===== config.mk =====
export PLATFORM = sky130hd
export DESIGN_NAME = cluster_key_slot_and_node_flat
export DESIGN_NICKNAME = d
export VERILOG_FILES = /design/src/hw/rtl/cksn_pkg.sv /design/src/hw/rtl/cksn_if.sv /design/src/hw/rtl/cksn_key_hash.sv /design/src/hw/rtl/cksn_node_map.sv /design/src/hw/rtl/cluster_key_slot_and_node.sv /design/src/flat_wrapper.sv
export SDC_FILE = /design/constraint.sdc
export NUM_CORES = 1
export LEC_CHECK = 0
export ABC_AREA = 1
export BUFFER_PORTS_ARGS = -buffer_cell sky130_fd_sc_hd__clkbuf_2
export CORE_MARGIN = 2
export CORE_UTILIZATION = 61
export DETAILED_ROUTE_END_ITERATION = 12
export HOLD_SLACK_MARGIN = 0.05
export PLACE_DENSITY = 0.8
export SETUP_SLACK_MARGIN = 0.2
export SYNTH_ARGS = -nofsm -noshare
export SYNTH_HDL_FRONTEND = slang
export SYNTH_SLANG_ARGS = --single-unit

===== constraint.sdc =====
create_clock -name clock -period 2.85 [get_ports clock]
set_input_delay 0.285 -clock clock [delete_from_list [all_inputs] [get_ports clock]]
set_output_delay 0.285 -clock clock [all_outputs]
set_load 0.02 [all_outputs]

===== src/hw/rtl/cksn_pkg.sv =====
// Shared types, constants and the CRC-16/XMODEM byte update for the key slot block.
// No dependencies; every other file of the block imports this package.
package cksn_pkg;

   localparam int KEY_BYTE_WIDTH = 8;
   localparam int CRC_WIDTH      = 16;
   localparam int SLOT_WIDTH     = 14;
   localparam int NODE_WIDTH     = 3;
   localparam int CSR_IDX_WIDTH  = 3;
   localparam int NUM_STARTS     = 5;

   localparam logic [CRC_WIDTH-1:0]      CRC_POLY    = 16'h1021;
   localparam logic [KEY_BYTE_WIDTH-1:0] OPEN_BRACE  = 8'h7B;
   localparam logic [KEY_BYTE_WIDTH-1:0] CLOSE_BRACE = 8'h7D;
   localparam logic [NODE_WIDTH-1:0]     NODE_FIRST  = 3'd1;
   localparam logic [NODE_WIDTH-1:0]     NODE_OF_START_BASE = 3'd2;

   typedef logic [SLOT_WIDTH-1:0] slot_type;
   typedef logic [NODE_WIDTH-1:0] node_type;
   typedef logic [CRC_WIDTH-1:0]  crc_type;

   typedef enum logic [CSR_IDX_WIDTH-1:0] {
      CSR_NODE2_START = 3'd0,
      CSR_NODE3_START = 3'd1,
      CSR_NODE4_START = 3'd2,
      CSR_NODE5_START = 3'd3,
      CSR_NODE6_START = 3'd4
   } csr_index_type;

   localparam slot_type START_RESET [NUM_STARTS] = '{
      14'd2731, 14'd5461, 14'd8192, 14'd10923, 14'd13653
   };

   // Finished key handed from the hash stage to the node lookup stage.
   typedef struct packed {
      logic     valid;
      logic     empty;
      slot_type slot;
   } slot_stage_type;

   function automatic crc_type crc16_byte(crc_type crc, logic [KEY_BYTE_WIDTH-1:0] b);
      crc_type c;
      c = crc ^ {b, 8'h00};
      for (int i = 0; i < 8; i++) begin
         if (c[CRC_WIDTH-1]) begin
            c = {c[CRC_WIDTH-2:0], 1'b0} ^ CRC_POLY;
         end else begin
            c = {c[CRC_WIDTH-2:0], 1'b0};
         end
      end
      return c;
   endfunction

endpackage


===== src/hw/rtl/cksn_if.sv =====
// Handshake interfaces for the key byte, result and register write channels.
// Depends on cksn_pkg for payload widths.
interface cksn_req_if import cksn_pkg::*; ();
   logic                      valid;
   logic                      ready;
   logic [KEY_BYTE_WIDTH-1:0] key_byte;
   logic                      last_byte;
   logic                      empty_key;
   modport source (output valid, key_byte, last_byte, empty_key, input ready);
   modport sink   (input valid, key_byte, last_byte, empty_key, output ready);
endinterface

interface cksn_rsp_if import cksn_pkg::*; ();
   logic     valid;
   logic     ready;
   slot_type slot;
   node_type node;
   modport source (output valid, slot, node, input ready);
   modport sink   (input valid, slot, node, output ready);
endinterface

interface cksn_csr_if import cksn_pkg::*; ();
   logic                     valid;
   logic                     ready;
   logic [CSR_IDX_WIDTH-1:0] index;
   slot_type                 data;
   modport source (output valid, index, data, input ready);
   modport sink   (input valid, index, data, output ready);
endinterface


===== src/hw/rtl/cksn_key_hash.sv =====
// Per-key CRC state and brace tracking; registers the slot when a key ends.
// Depends on cksn_pkg and cksn_req_if.
module cksn_key_hash import cksn_pkg::*; (
   input  logic           clock,
   input  logic           reset,
   cksn_req_if.sink       req,
   input  logic           stage_ready,
   output slot_stage_type stage
);

   crc_type        crc_whole_ff, crc_whole_in;
   crc_type        crc_tag_ff, crc_tag_in;
   logic           open_seen_ff, open_seen_in;
   logic           close_seen_ff, close_seen_in;
   logic           tag_nonempty_ff, tag_nonempty_in;
   slot_stage_type stage_ff, stage_in;

   logic    accept;
   logic    key_done;
   crc_type crc_pick;

   assign req.ready = !stage_ff.valid || stage_ready;
   assign accept    = req.valid && req.ready;
   assign key_done  = req.empty_key || req.last_byte;

   always_comb begin
      crc_whole_in    = crc16_byte(crc_whole_ff, req.key_byte);
      crc_tag_in      = crc_tag_ff;
      open_seen_in    = open_seen_ff;
      close_seen_in   = close_seen_ff;
      tag_nonempty_in = tag_nonempty_ff;
      if (!open_seen_ff) begin
         open_seen_in = (req.key_byte == OPEN_BRACE);
      end else if (!close_seen_ff) begin
         if (req.key_byte == CLOSE_BRACE) begin
            close_seen_in = 1'b1;
         end else begin
            crc_tag_in      = crc16_byte(crc_tag_ff, req.key_byte);
            tag_nonempty_in = 1'b1;
         end
      end
      crc_pick = (open_seen_in && close_seen_in && tag_nonempty_in) ? crc_tag_in
                                                                    : crc_whole_in;

      stage_in = stage_ff;
      if (stage_ready) begin
         stage_in.valid = 1'b0;
      end
      if (accept && key_done) begin
         stage_in.valid = 1'b1;
         stage_in.empty = req.empty_key;
         stage_in.slot  = req.empty_key ? '0 : crc_pick[SLOT_WIDTH-1:0];
      end
   end

   always_ff @(posedge clock) begin
      if (reset) begin
         crc_whole_ff    <= '0;
         crc_tag_ff      <= '0;
         open_seen_ff    <= 1'b0;
         close_seen_ff   <= 1'b0;
         tag_nonempty_ff <= 1'b0;
         stage_ff.valid  <= 1'b0;
      end else begin
         if (accept) begin
            if (key_done) begin
               crc_whole_ff    <= '0;
               crc_tag_ff      <= '0;
               open_seen_ff    <= 1'b0;
               close_seen_ff   <= 1'b0;
               tag_nonempty_ff <= 1'b0;
            end else begin
               crc_whole_ff    <= crc_whole_in;
               crc_tag_ff      <= crc_tag_in;
               open_seen_ff    <= open_seen_in;
               close_seen_ff   <= close_seen_in;
               tag_nonempty_ff <= tag_nonempty_in;
            end
         end
         stage_ff.valid <= stage_in.valid;
      end
      stage_ff.empty <= stage_in.empty;
      stage_ff.slot  <= stage_in.slot;
   end

   assign stage = stage_ff;

endmodule


===== src/hw/rtl/cksn_node_map.sv =====
// Range start registers and the slot to node lookup feeding the result register.
// Depends on cksn_pkg, cksn_rsp_if and cksn_csr_if.
module cksn_node_map import cksn_pkg::*; (
   input  logic           clock,
   input  logic           reset,
   cksn_csr_if.sink       csr,
   input  slot_stage_type stage,
   output logic           stage_ready,
   cksn_rsp_if.source     rsp
);

   slot_type start_ff [NUM_STARTS];
   logic     rsp_valid_ff, rsp_valid_in;
   slot_type rsp_slot_ff, rsp_slot_in;
   node_type rsp_node_ff, rsp_node_in;
   node_type node_pick;

   assign csr.ready   = 1'b1;
   assign stage_ready = !rsp_valid_ff || rsp.ready;

   // Later compares win, so the highest numbered qualifying node is chosen.
   always_comb begin
      node_pick = NODE_FIRST;
      for (int k = 0; k < NUM_STARTS; k++) begin
         if (stage.slot >= start_ff[k]) begin
            node_pick = NODE_OF_START_BASE + NODE_WIDTH'(k);
         end
      end
      if (stage.empty) begin
         node_pick = NODE_FIRST;
      end

      rsp_valid_in = rsp_valid_ff && !rsp.ready;
      rsp_slot_in  = rsp_slot_ff;
      rsp_node_in  = rsp_node_ff;
      if (stage.valid && stage_ready) begin
         rsp_valid_in = 1'b1;
         rsp_slot_in  = stage.slot;
         rsp_node_in  = node_pick;
      end
   end

   always_ff @(posedge clock) begin
      if (reset) begin
         for (int k = 0; k < NUM_STARTS; k++) begin
            start_ff[k] <= START_RESET[k];
         end
         rsp_valid_ff <= 1'b0;
      end else begin
         if (csr.valid) begin
            case (csr_index_type'(csr.index))
               CSR_NODE2_START: start_ff[0] <= csr.data;
               CSR_NODE3_START: start_ff[1] <= csr.data;
               CSR_NODE4_START: start_ff[2] <= csr.data;
               CSR_NODE5_START: start_ff[3] <= csr.data;
               CSR_NODE6_START: start_ff[4] <= csr.data;
               default: ;
            endcase
         end
         rsp_valid_ff <= rsp_valid_in;
      end
      rsp_slot_ff <= rsp_slot_in;
      rsp_node_ff <= rsp_node_in;
   end

   assign rsp.valid = rsp_valid_ff;
   assign rsp.slot  = rsp_slot_ff;
   assign rsp.node  = rsp_node_ff;

endmodule


===== src/hw/rtl/cluster_key_slot_and_node.sv =====
// Top level of the cluster key slot and node block.
// Depends on cksn_pkg, the cksn interfaces, cksn_key_hash and cksn_node_map.
//
// Keys arrive one byte per transaction on req_bus; the transaction with last_byte set
// (or any transaction with empty_key set) ends the key and produces exactly one result
// transaction on rsp_bus carrying the key's hash slot and owning node. The slot is the
// low 14 bits of a CRC-16/XMODEM over the whole key, or over the hash tag between the
// first open brace and the first close brace after it when that tag is non-empty. An
// empty key gives slot 0 and node 1. The node is the highest numbered of nodes 2 to 6
// whose range start is not above the slot, or node 1 if none is. A new byte is taken
// in every cycle while backpressure does not hold it: the CRC update and brace
// tracking form one register stage, and the five range compares form a second
// stage feeding the result register. Backpressure on rsp_bus stalls both stages;
// the stages hold their data and simply stop taking new transactions.
// Range starts are written through csr_bus (index 0 is node 2 up to index 4 for
// node 6, writes to other indexes are dropped) and should only change while no key
// result is in flight.

module cluster_key_slot_and_node import cksn_pkg::*; (
   input  logic       clock,
   input  logic       reset,
   cksn_req_if.sink   req_bus,
   cksn_rsp_if.source rsp_bus,
   cksn_csr_if.sink   csr_bus
);

   // Finished keys travel from the hash stage to the lookup stage here.
   slot_stage_type slot_stage;
   logic           slot_stage_ready;

   cksn_key_hash u_key_hash (
      .clock       (clock),
      .reset       (reset),
      .req         (req_bus),
      .stage_ready (slot_stage_ready),
      .stage       (slot_stage)
   );

   cksn_node_map u_node_map (
      .clock       (clock),
      .reset       (reset),
      .csr         (csr_bus),
      .stage       (slot_stage),
      .stage_ready (slot_stage_ready),
      .rsp         (rsp_bus)
   );

endmodule


===== src/flat_wrapper.sv =====
// flat-port wrapper written by rule: the top's interface ports become plain ports
module cluster_key_slot_and_node_flat import cksn_pkg::*;
  (clock, reset, req_bus_valid, req_bus_key_byte, req_bus_last_byte, req_bus_empty_key, req_bus_ready, rsp_bus_valid, rsp_bus_slot, rsp_bus_node, rsp_bus_ready, csr_bus_valid, csr_bus_index, csr_bus_data, csr_bus_ready);
  cksn_req_if req_bus_i ();
  cksn_rsp_if rsp_bus_i ();
  cksn_csr_if csr_bus_i ();
  input  logic clock;
  input  logic reset;
  input wire logic [$bits(req_bus_i.valid)-1:0] req_bus_valid;
  input wire logic [$bits(req_bus_i.key_byte)-1:0] req_bus_key_byte;
  input wire logic [$bits(req_bus_i.last_byte)-1:0] req_bus_last_byte;
  input wire logic [$bits(req_bus_i.empty_key)-1:0] req_bus_empty_key;
  output wire logic [$bits(req_bus_i.ready)-1:0] req_bus_ready;
  output wire logic [$bits(rsp_bus_i.valid)-1:0] rsp_bus_valid;
  output wire logic [$bits(rsp_bus_i.slot)-1:0] rsp_bus_slot;
  output wire logic [$bits(rsp_bus_i.node)-1:0] rsp_bus_node;
  input wire logic [$bits(rsp_bus_i.ready)-1:0] rsp_bus_ready;
  input wire logic [$bits(csr_bus_i.valid)-1:0] csr_bus_valid;
  input wire logic [$bits(csr_bus_i.index)-1:0] csr_bus_index;
  input wire logic [$bits(csr_bus_i.data)-1:0] csr_bus_data;
  output wire logic [$bits(csr_bus_i.ready)-1:0] csr_bus_ready;
  assign req_bus_i.valid = req_bus_valid;
  assign req_bus_i.key_byte = req_bus_key_byte;
  assign req_bus_i.last_byte = req_bus_last_byte;
  assign req_bus_i.empty_key = req_bus_empty_key;
  assign req_bus_ready = req_bus_i.ready;
  assign rsp_bus_valid = rsp_bus_i.valid;
  assign rsp_bus_slot = rsp_bus_i.slot;
  assign rsp_bus_node = rsp_bus_i.node;
  assign rsp_bus_i.ready = rsp_bus_ready;
  assign csr_bus_i.valid = csr_bus_valid;
  assign csr_bus_i.index = csr_bus_index;
  assign csr_bus_i.data = csr_bus_data;
  assign csr_bus_ready = csr_bus_i.ready;
  cluster_key_slot_and_node u_core (.clock(clock), .reset(reset), .req_bus(req_bus_i), .rsp_bus(rsp_bus_i), .csr_bus(csr_bus_i));
endmodule

Word-level counts from Yosys, hierarchy flattened
Memories as Yosys holds them, arrays and structs flattened.
Index checks and enable logic that the tools add are counted.
{"block": "word_totals", "output_inout_bits": 20, "ff_bits": 69, "elab_cells": 149, "inputBits": 32, "mem_bits_rw": 70, "mem_count": 1}
{"block": "classes", "n_lt_le_gt_ge": 5, "n_mux": 89, "n_eq_ne": 6, "n_reduce_logical": 14, "n_bitwise": 23}
{"memory": "u_core.u_node_map.start_ff", "depth": 5, "width": 14, "read_ports": 5, "rd_clocked_by_memory_dff": 0, "wr": 5, "line_no": "cksn_node_map.sv:12", "rtl": "slot_type start_ff [NUM_STARTS];"}
{"op": "$mux 16", "count": 27}
{"op": "$mux 13", "count": 16}
{"op": "$mux 14", "count": 7}
{"op": "$ge 14x14->1", "count": 5}
{"op": "$not 3->3", "count": 16}
{"op": "$mux 1", "count": 34}
{"op": "$xor 16x16->16", "count": 2}
{"op": "$eq 8x7->1 const B", "count": 2}
{"op": "$mux 3", "count": 4}
{"op": "$eq 3x2->1 const B", "count": 2}
{"op": "$logic_and 1x1->1", "count": 6}
{"op": "$or 1x1->1", "count": 5}
{"op": "$eq 3x1->1 const B", "count": 1}
{"op": "$eq 3x3->1 const B", "count": 1}
{"op": "$logic_not 1->1", "count": 3}
{"op": "$logic_not 3->1", "count": 1}
{"op": "$logic_or 1x1->1", "count": 3}
{"op": "$mux 2", "count": 1}
{"op": "$reduce_bool 2->1", "count": 1}

Logic depth before layout (Yosys ltp)
Gate-level depths: netlist (run 1).
{"block": "depth", "depth_word": 44, "depth_mapped": 15, "mapped_depth_nobuf": 15}

Cells and area by module
From an unflattened synthesis (run 1), not the netlist that was laid out.
{"block": "hier_totals", "hier_cells": 961, "hier_area_um2": 7937.6}
{"module": "cksn_node_map", "area_per_inst_um2": 4956.0, "seq_area_each_um2": 2632.5, "cells_each": 508, "instances": 1}
{"module": "cksn_key_hash", "area_per_inst_um2": 2981.6, "seq_area_each_um2": 1171.1, "cells_each": 453, "instances": 1}

Worst setup path after synthesis (run 1)
Ideal clock, no wire load.
{"block": "synth_timing", "kind": "input -> register", "from": "input csr_bus_valid", "to": "memory u_core.u_node_map.start_ff[0][42] (netlist name), enable pin", "setup_ns": 0.426, "path_stages": 2, "t_required_ns": 2.424, "slack_ns": 0.465, "t_arrival_ns": 1.958, "path_buffers": 0, "cell_sequence": "inv_1 -> o41ai_1"}
{"item": "from (decl)", "line_no": "flat_wrapper.sv:18", "rtl": "input wire logic [$bits(csr_bus_i.valid)-1:0] csr_bus_valid;"}
{"item": "to (decl)", "line_no": "cksn_node_map.sv:12"}

Worst setup path after layout (run 1)
{"block": "layout_timing", "from": "register u_core.u_key_hash.stage_ff, in the netlist u_core.u_key_hash.stage[5]", "to": "register u_core.u_node_map.rsp_node_ff[0], in the netlist u_core.u_node_map.rsp.node[0] (data pin)"}
{"block": "layout_between", "elab_chain_len": 6, "word_cells_on_any_way": 10, "cone_classes": "5 x order compare; 5 x mux"}
{"item": "from (decl)", "line_no": "cksn_key_hash.sv:16", "rtl": "slot_stage_type stage_ff, stage_in;"}
{"item": "$ge 14x14->1", "line_no": "cksn_node_map.sv:25", "rtl": "if (stage.slot >= start_ff[k]) begin"}
{"item": "$mux 2", "line_no": "cksn_node_map.sv:25"}
{"item": "$mux 3 (3 in series)", "line_no": "cksn_node_map.sv:25"}
{"item": "$mux 3 (*)", "line_no": "cksn_node_map.sv:25"}
{"item": "to (signal assigned)", "line_no": "cksn_node_map.sv:63", "rtl": "rsp_node_ff <= rsp_node_in;"}
{"item": "to (decl)", "line_no": "cksn_node_map.sv:15", "rtl": "node_type rsp_node_ff, rsp_node_in;"}
Mark *: on every way between the ends. The rest lies on a longest branch, timed or not.
A chain may end at the register's enable or synchronous reset.

==> results.toml, run 1 <==
[job]
cap_violations = 0

[power]
p_leak_nw = 4.15
max-vdd-ir-drop_v = 0.000335
combPwrFrac_pct = 14.6
power_density_nw_per_um2 = 601
clockPowerShare_pct = 40.4
switchingPower_w = 0.00135
p_int_w = 0.00394
power.total_w = 0.00529
swShare_pct = 25.5
pwr-share-seq_pct = 45.0

[clock_tree]
htreeDepth = 4
clock_path_buffers = 2
clock_latency_ns = 0.42
cts_tree = "built"
cts_sinks = 139
cts_hold_buf = 0
clk_pin_slew_ns = 0.05
ctsRootBufferMaster = "clkbuf_16"
numCtsBuffers = 17
cts_resized = 0
cts_setup_buffers = 0

[synth]
synth.most_common_cell = "nand2_1"
ys.flop_type = "edfxtp_1"
syn_area_per_cell_um2 = 8.76
synth.top_cells.by_area = "edfxtp_1 39%, ha_1 11%, nand2_1 11%"
synth_edf_count = 102
yosys_warnings = 0
synth.net_count = 992
netlist_area_um2 = 7790
yosys.area.top_type_share_pct = 39.3
ys_seq_area_share_pct = 48.8
synth_common_cells = "231 x nand2_1, 154 x inv_1, 102 x edfxtp_1, 80 x nor2_1, 70 x ha_1"
synth_cells = 890
synthArstFlopShare_pct = 0
synth_cell_types = 34
synth_area_leader_cell = "edfxtp_1"
ys_ff_latch = 139

[floorplanning]
fp.coreArea_um2 = 12600
dieArea_um2 = 13700
rows = 41
start_util_pct = 62.0
ioPinCount = 52
dieWidth_um = 117
die_y_um = 117

[layout]
instances_no_fill = 1129
syn2layout_area_growth_pct = 13.0
fillers = 954
n_antenna_cell = 0
final_net_count = 1047
stdcell_area_um2 = 8800
drive_gt1_share_pct = 10.4

[worst_setup_path]
crit_chain = "ha_1 -> nand2_1 -> nor2_1 -> nand2_1 -> nand3_1 -> nand2_1 -> nand3_1 -> nand2_1 -> nand2_1 -> nand2_1 -> nand2_1 -> nand2_1"
end_kind = "register"
startpoint_type = "register"
r2r_cells = 12
path_common_cell = "nand2_1"
crit_arrival_ns = 2.29
cpMaxStageDelayCell = "edfxtp_1"
cp_max_fo = 6
crit_path_max_incr_delay_ns = 0.52
rrSetupSlack_ns = 0.74
critical_path_class = "register to register"
cp_data_required_time_ns = 3.03

[grt]
antenna_found_initial = 0
grt_max_degree = 34
grt_pass1_vias = 5667
grt_pass1_wl_um = 26900
overflow = 0
grt_usage_pct = 26.3

[drt]
wl_um = 16500
avgRoutedWirePerCell_um = 14.6
drc = 0
firstDrtPassIters = 5
drt_iter0_drc = 360
via_count = 5889
ant_nets = 0
viasPerCell = 5.22

[sta]
timing.setup.tns_ns = 0
setup_viol = 0
hold_violations = 0
grt_setup_unrepaired = "no"
timing.fmax_mhz = 474
clock_skew_ns = 0.00633
period_minus_slack_ns = 2.11
min_period_over_period_pct = 74.0
whs_ns = 0.129
worstMarginPinSlew_ns = 1.04
relSlewSlack_pct = 30.9
finalMaxSlewViolations = 0

[placed_design]
dpl.cell_count = 1098
numPortBuffers = 50
place_area_um2 = 8240
hpwl_um = 12400
globalplace.congestion = 0.894

[min_path]
hold_depth = 1
hold_class = "input port to register"

[outcome]
status = "finished clean"
==> sequential cells by signal, summed over array words and instances, names as in the netlist <==
name and flops:
u_core.u_key_hash.close_seen_ff 1, u_core.u_key_hash.crc_tag_ff 16, u_core.u_key_hash.crc_whole_ff 16, u_core.u_key_hash.open_seen_ff 1
u_core.u_key_hash.stage 16, u_core.u_key_hash.tag_nonempty_ff 1, u_core.u_node_map.rsp.node 3, u_core.u_node_map.rsp.slot 14
u_core.u_node_map.rsp.valid 1, u_core.u_node_map.start_ff 70
==> kinds of logic after synthesis <==
logic type / count (synthesis) / synth area share (%)
compound gates: 100 / 6.82
simple gates: 355 / 18.5
flops: 139 / 48.8
fa+ha+maj: 70 / 11.2
xor+xnor: 48 / 5.68
buf+inv: 177 / 8.93
other cells: 1 / 0.0481
==> layout by cell type, fill, tap and decap left out, types with 5 or more instances in the layout <==
cell type | netlist | final
a21oi_1 | 60 | 59
buf_4 | 1 | 9
clkbuf_16 | 0 | 17
clkbuf_2 | 2 | 50
dfxtp_1 | 37 | 37
edfxtp_1 | 102 | 102
ha_1 | 70 | 70
inv_1 | 154 | 154
nand2_1 | 231 | 231
nand3_1 | 26 | 26
nand4_1 | 5 | 5
nor2_1 | 80 | 80
o21ai_0 | 28 | 28
xnor2_1 | 24 | 24
xor2_1 | 21 | 21
==> worst max-delay path, delay by kind of cell, from the launching register on <==
family | cells | cell delay, ns
adders and majority gates | 1 | 0.36
DFF | 1 | 0.52
and+or+nand+nor | 11 | 0.98
==> layer usage <==
metal	GRT usage, %	wire length, µm	vias up
li1	-	-	2961
met1	31.3	6950	2715
met2	46.7	8340	177
met3	5.77	765	36
met4	9.80	406	0
met5	0	0	-
==> per-stage QoR <==
stage | util [%] | setup WS, ns
floorplan | - | 0.465
global placement | 65.6 | 0.789
detailed placement | 65.6 | 0.767
CTS | 70.1 | 0.767
global route | 70.1 | 0.599
finish | 70.1 | 0.741
==> final cells by class <==
| type | count | area, µm² | share of cell area, % |
|---|---|---|---|
| sequential | 139 | 3800 | 43.2 |
| multi-input combinational | 574 | 3320 | 37.8 |
| inverter | 154 | 578 | 6.57 |
| clock buffer | 21 | 440 | 5.00 |
| timing repair buffer | 59 | 318 | 3.61 |
| tap | 172 | 215 | 2.44 |
| clock inverter | 10 | 125 | 1.42 |
==> power by group through the flow <==
stage	Clock (W)	Combinational (W)	Sequential [W]
floorplan	0	0.000530	0.00242
global placement	0	0.000728	0.00242
detailed placement	0	0.000755	0.00242
CTS	0.00216	0.000769	0.00238
global route	0.00225	0.000876	0.00240
finish	0.00214	0.000771	0.00238
==> path summary, 6_finish.rpt <==
path | start | endpoint
max | u_core.u_key_hash.stage[5] | u_core.u_node_map.rsp.node[0]
min | req_bus_empty_key | u_core.u_key_hash.stage[14]
min reg2reg | u_core.u_key_hash.stage[0] | u_core.u_node_map.rsp.slot[0]
max reg2reg | u_core.u_key_hash.stage[5] | u_core.u_node_map.rsp.node[0]
(Power assumes the default switching activity.)
==> run 2, diff against run 1 <==
--- a/config.mk
+++ b/config.mk
@@ -5,13 +5,13 @@
 export SDC_FILE = /design/constraint.sdc
 export NUM_CORES = 1
 export LEC_CHECK = 0
-export ABC_AREA = 1
+export ABC_AREA = 0
 export BUFFER_PORTS_ARGS = -buffer_cell sky130_fd_sc_hd__clkbuf_2
 export CORE_MARGIN = 2
-export CORE_UTILIZATION = 61
+export CORE_UTILIZATION = 55
 export DETAILED_ROUTE_END_ITERATION = 12
 export HOLD_SLACK_MARGIN = 0.05
-export PLACE_DENSITY = 0.8
+export PLACE_DENSITY = 0.77
 export SETUP_SLACK_MARGIN = 0.2
 export SYNTH_ARGS = -nofsm -noshare
 export SYNTH_HDL_FRONTEND = slang
==> constraint.sdc (replaced) <==
create_clock -name clock -period 1.9 [get_ports clock]
set_input_delay 0.19 -clock clock [delete_from_list [all_inputs] [get_ports clock]]
set_output_delay 0.19 -clock clock [all_outputs]
set_load 0.02 [all_outputs]
==> run 2 against run 1 <==
  * Combinational power grew 79%
  * The flow now finishes with violations (setup timing)
  * Largest cell class unchanged
  * Critical endpoint is now u_core.u_node_map.rsp.node[1]
  * Clock power increased by 65%
  * Largest power group unchanged
  * Fmax decreased by 2.4%
  * Hold slack got worse by 0.065 ns
  * Total power grew 60%
  * Sequential cell count did not move
  * Area after synthesis decreased by 6.4%
  * Cell count fell by 17%
  * Clock skew hardly changed
  * Count of clock-buffer cells in the layout shrank 4
  * Core utilization decreased by 0.63 points
==> results.toml, run 2 <==
[outcome]
status = "complete, but fails checks"
violations = "setup timing"

[layout]
syn2layout_area_growth_pct = 24.6
largest_reg_flops = 70
n_antenna_cell = 0
drive_gt1_share_pct = 25.9
layout_common_cells = "102 x edfxtp_1, 74 x inv_1, 63 x ha_1"
multiInputGateArea_um2 = 3390
top_register = "u_core.u_node_map.start_ff"
final-seq-area_um2 = 3810
final_net_count = 853
stdcell_area_um2 = 9080
final_common_cell = "edfxtp_1"
fillers = 916

[job]
cap_violations = 0

[grt]
grt_pass1_wl_um = 27100
grt_max_degree = 38
grt_pass1_vias = 5365
antenna_found_initial = 0
overflow = 0
grt_usage_pct = 25.2

[floorplanning]
dieArea_um2 = 14200
ioPinCount = 52
start_util_pct = 55.7
fp.coreArea_um2 = 13100
die_y_um = 119
dieWidth_um = 119
rows = 42

[sta]
worstMarginPinSlew_ns = 0.575
grt_setup_unrepaired = "yes"
timing.setup.tns_ns = -0.666
relSlewSlack_pct = 61.3
min_period_over_period_pct = 114
period_minus_slack_ns = 2.16
setup_viol = 3
setup_ws_ns = -0.261
hold_violations = 0
timing.fmax_mhz = 463
clock_skew_ns = 0.00584
finalMaxSlewViolations = 0

[worst_setup_path]
rr_endpoint = "u_core.u_node_map.rsp.node[1]"
cp_data_required_time_ns = 2.07
crit_start = "u_core.u_key_hash.stage[9]"
r2r_start = "u_core.u_key_hash.stage[9]"
startpoint_type = "register"
critical_path_class = "register to register"
crit_path_end = "u_core.u_node_map.rsp.node[1]"
cp_max_fo = 6
crit_arrival_ns = 2.33
end_kind = "register"
r2r_cells = 8
rrSetupSlack_ns = -0.26

[clock_tree]
numCtsBuffers = 17
cts_tree = "built"
clk_pin_slew_ns = 0.06
clock_path_buffers = 2
htreeDepth = 4
cts_sinks = 139
ctsRootBufferMaster = "clkbuf_16"
clock_latency_ns = 0.43

[drt]
ant_nets = 0
drt_iter0_drc = 482
wl_um = 17800
viasPerCell = 5.65
via_count = 5311
firstDrtPassIters = 5
drc = 0
avgRoutedWirePerCell_um = 18.9

[synth]
synth_cells = 637
synth.most_common_cell = "edfxtp_1"
syn_area_per_cell_um2 = 11.4
netlist_area_um2 = 7290
synth.top_cells.by_area = "edfxtp_1 42%, ha_1 12%, dfxtp_1 10%"
yosys.area.top_type_share_pct = 42.0
ys_seq_area_share_pct = 52.2
synth_cell_types = 53
yosys_warnings = 0
synthArstFlopShare_pct = 0
synth_common_cells = "102 x edfxtp_1, 75 x inv_1, 70 x ha_1, 58 x nor2_1, 37 x dfxtp_1"
synth_area_leader_cell = "edfxtp_1"
synth_edf_count = 102
ys_ff_latch = 139
ys.flop_type = "edfxtp_1"
synth.net_count = 739

[min_path]
hold_class = "input port to register"
hold_depth = 2

[placed_design]
hpwl_um = 12000
globalplace.congestion = 0.918
place_area_um2 = 8110
numPortBuffers = 50

[power]
power_density_nw_per_um2 = 934
max-vdd-ir-drop_v = 0.000595
p_leak_nw = 3.88
[run 2: per-layer routing]
layer,share of wire [%],GRT usage (%),vias up,wire [µm]
met5,0,0,-,0
met4,2.6,9.45,0,471
met3,5.2,5.17,42,932
met2,51,43.5,192,9060
met1,41,31.1,2573,7340
li1,-,-,2504,-
[run 2: worst min path at each step]
stage	slack, ns	endpoint	startpoint
2_1_floorplan	0.29	u_core.u_key_hash.stage[14]	req_bus_empty_key
3_5_place_dp	0.49	u_core.u_node_map.start_ff[0][43]	csr_bus_data[1]
4_1_cts	0.05	u_core.u_node_map.start_ff[0][45]	csr_bus_data[3]
3_3_place_gp	0.47	u_core.u_node_map.rsp.valid	u_core.u_key_hash.stage[15]
5_1_grt	0.08	u_core.u_node_map.start_ff[0][51]	csr_bus_data[9]
6_report	0.06	u_core.u_node_map.start_ff[0][51]	csr_bus_data[9]
[run 2: cells by family (layout without fill, tap and decap cells)]
logic type,count (synthesis),in the layout,synth area share (%)
other,1,1,0.0514
AO/OA/AOI/OAI,122,122,12.0
AND/OR/NAND/NOR,148,150,10.4
flip-flops,139,139,52.2
XOR/XNOR,49,49,6.20
buffers and inverters,94,219,5.18
adder cells (fa/ha/maj),70,70,12.0
multiplexers,14,14,1.92
[run 2: repair_timing]
item / 4_1_cts / 5_1_grt
endpoints found under the setup margin: 26 / 38
buffers inserted: 4 / 11
hold buffers: 1 / 0
pin swaps: 4 / 18
gates resized for setup: 7 / 27
gates cloned: 0 / 2
endpoints found under the hold margin: 1 / 0
[run 2: worst max-delay path, cell delays in order, from the launching register on]
cell,delay [ns]
edfxtp_1,0.53
buf_4,0.20
ha_1,0.31
a21oi_1,0.15
o21ai_0,0.11
a21oi_1,0.17
o21ai_1,0.12
o211ai_1,0.23
a21oi_1,0.10
[run 2: where the power goes]
part           switching [W]  internal, W
combinational       0.000780     0.000597
sequential         0.0000996      0.00347
clock                0.00124      0.00230
[run 2: stage by stage]
step / setup slack [ns] / instances / util, % / hold slack, ns / total power (W)
floorplan: 0.0729 / 637 / - / 0.289 / 0.00438
global placement: -0.126 / 890 / 62.0 / 0.469 / 0.00480
detailed placement: -0.204 / 890 / 62.0 / 0.491 / 0.00485
CTS: -0.198 / 927 / 67.5 / 0.0515 / 0.00840
global route: -0.335 / 940 / 69.4 / 0.0783 / 0.00876
finish: -0.261 / 940 / 69.4 / 0.0643 / 0.00848
[run 2: cell type report]
type / count / share of cell area, %
clock buffers: 17 / 4.68
clock inverters: 15 / 2.25
inverters: 75 / 3.10
multi-input cells: 406 / 37.3
flip-flops and latches: 139 / 41.9
well taps: 176 / 2.42
repair buffers: 112 / 8.26
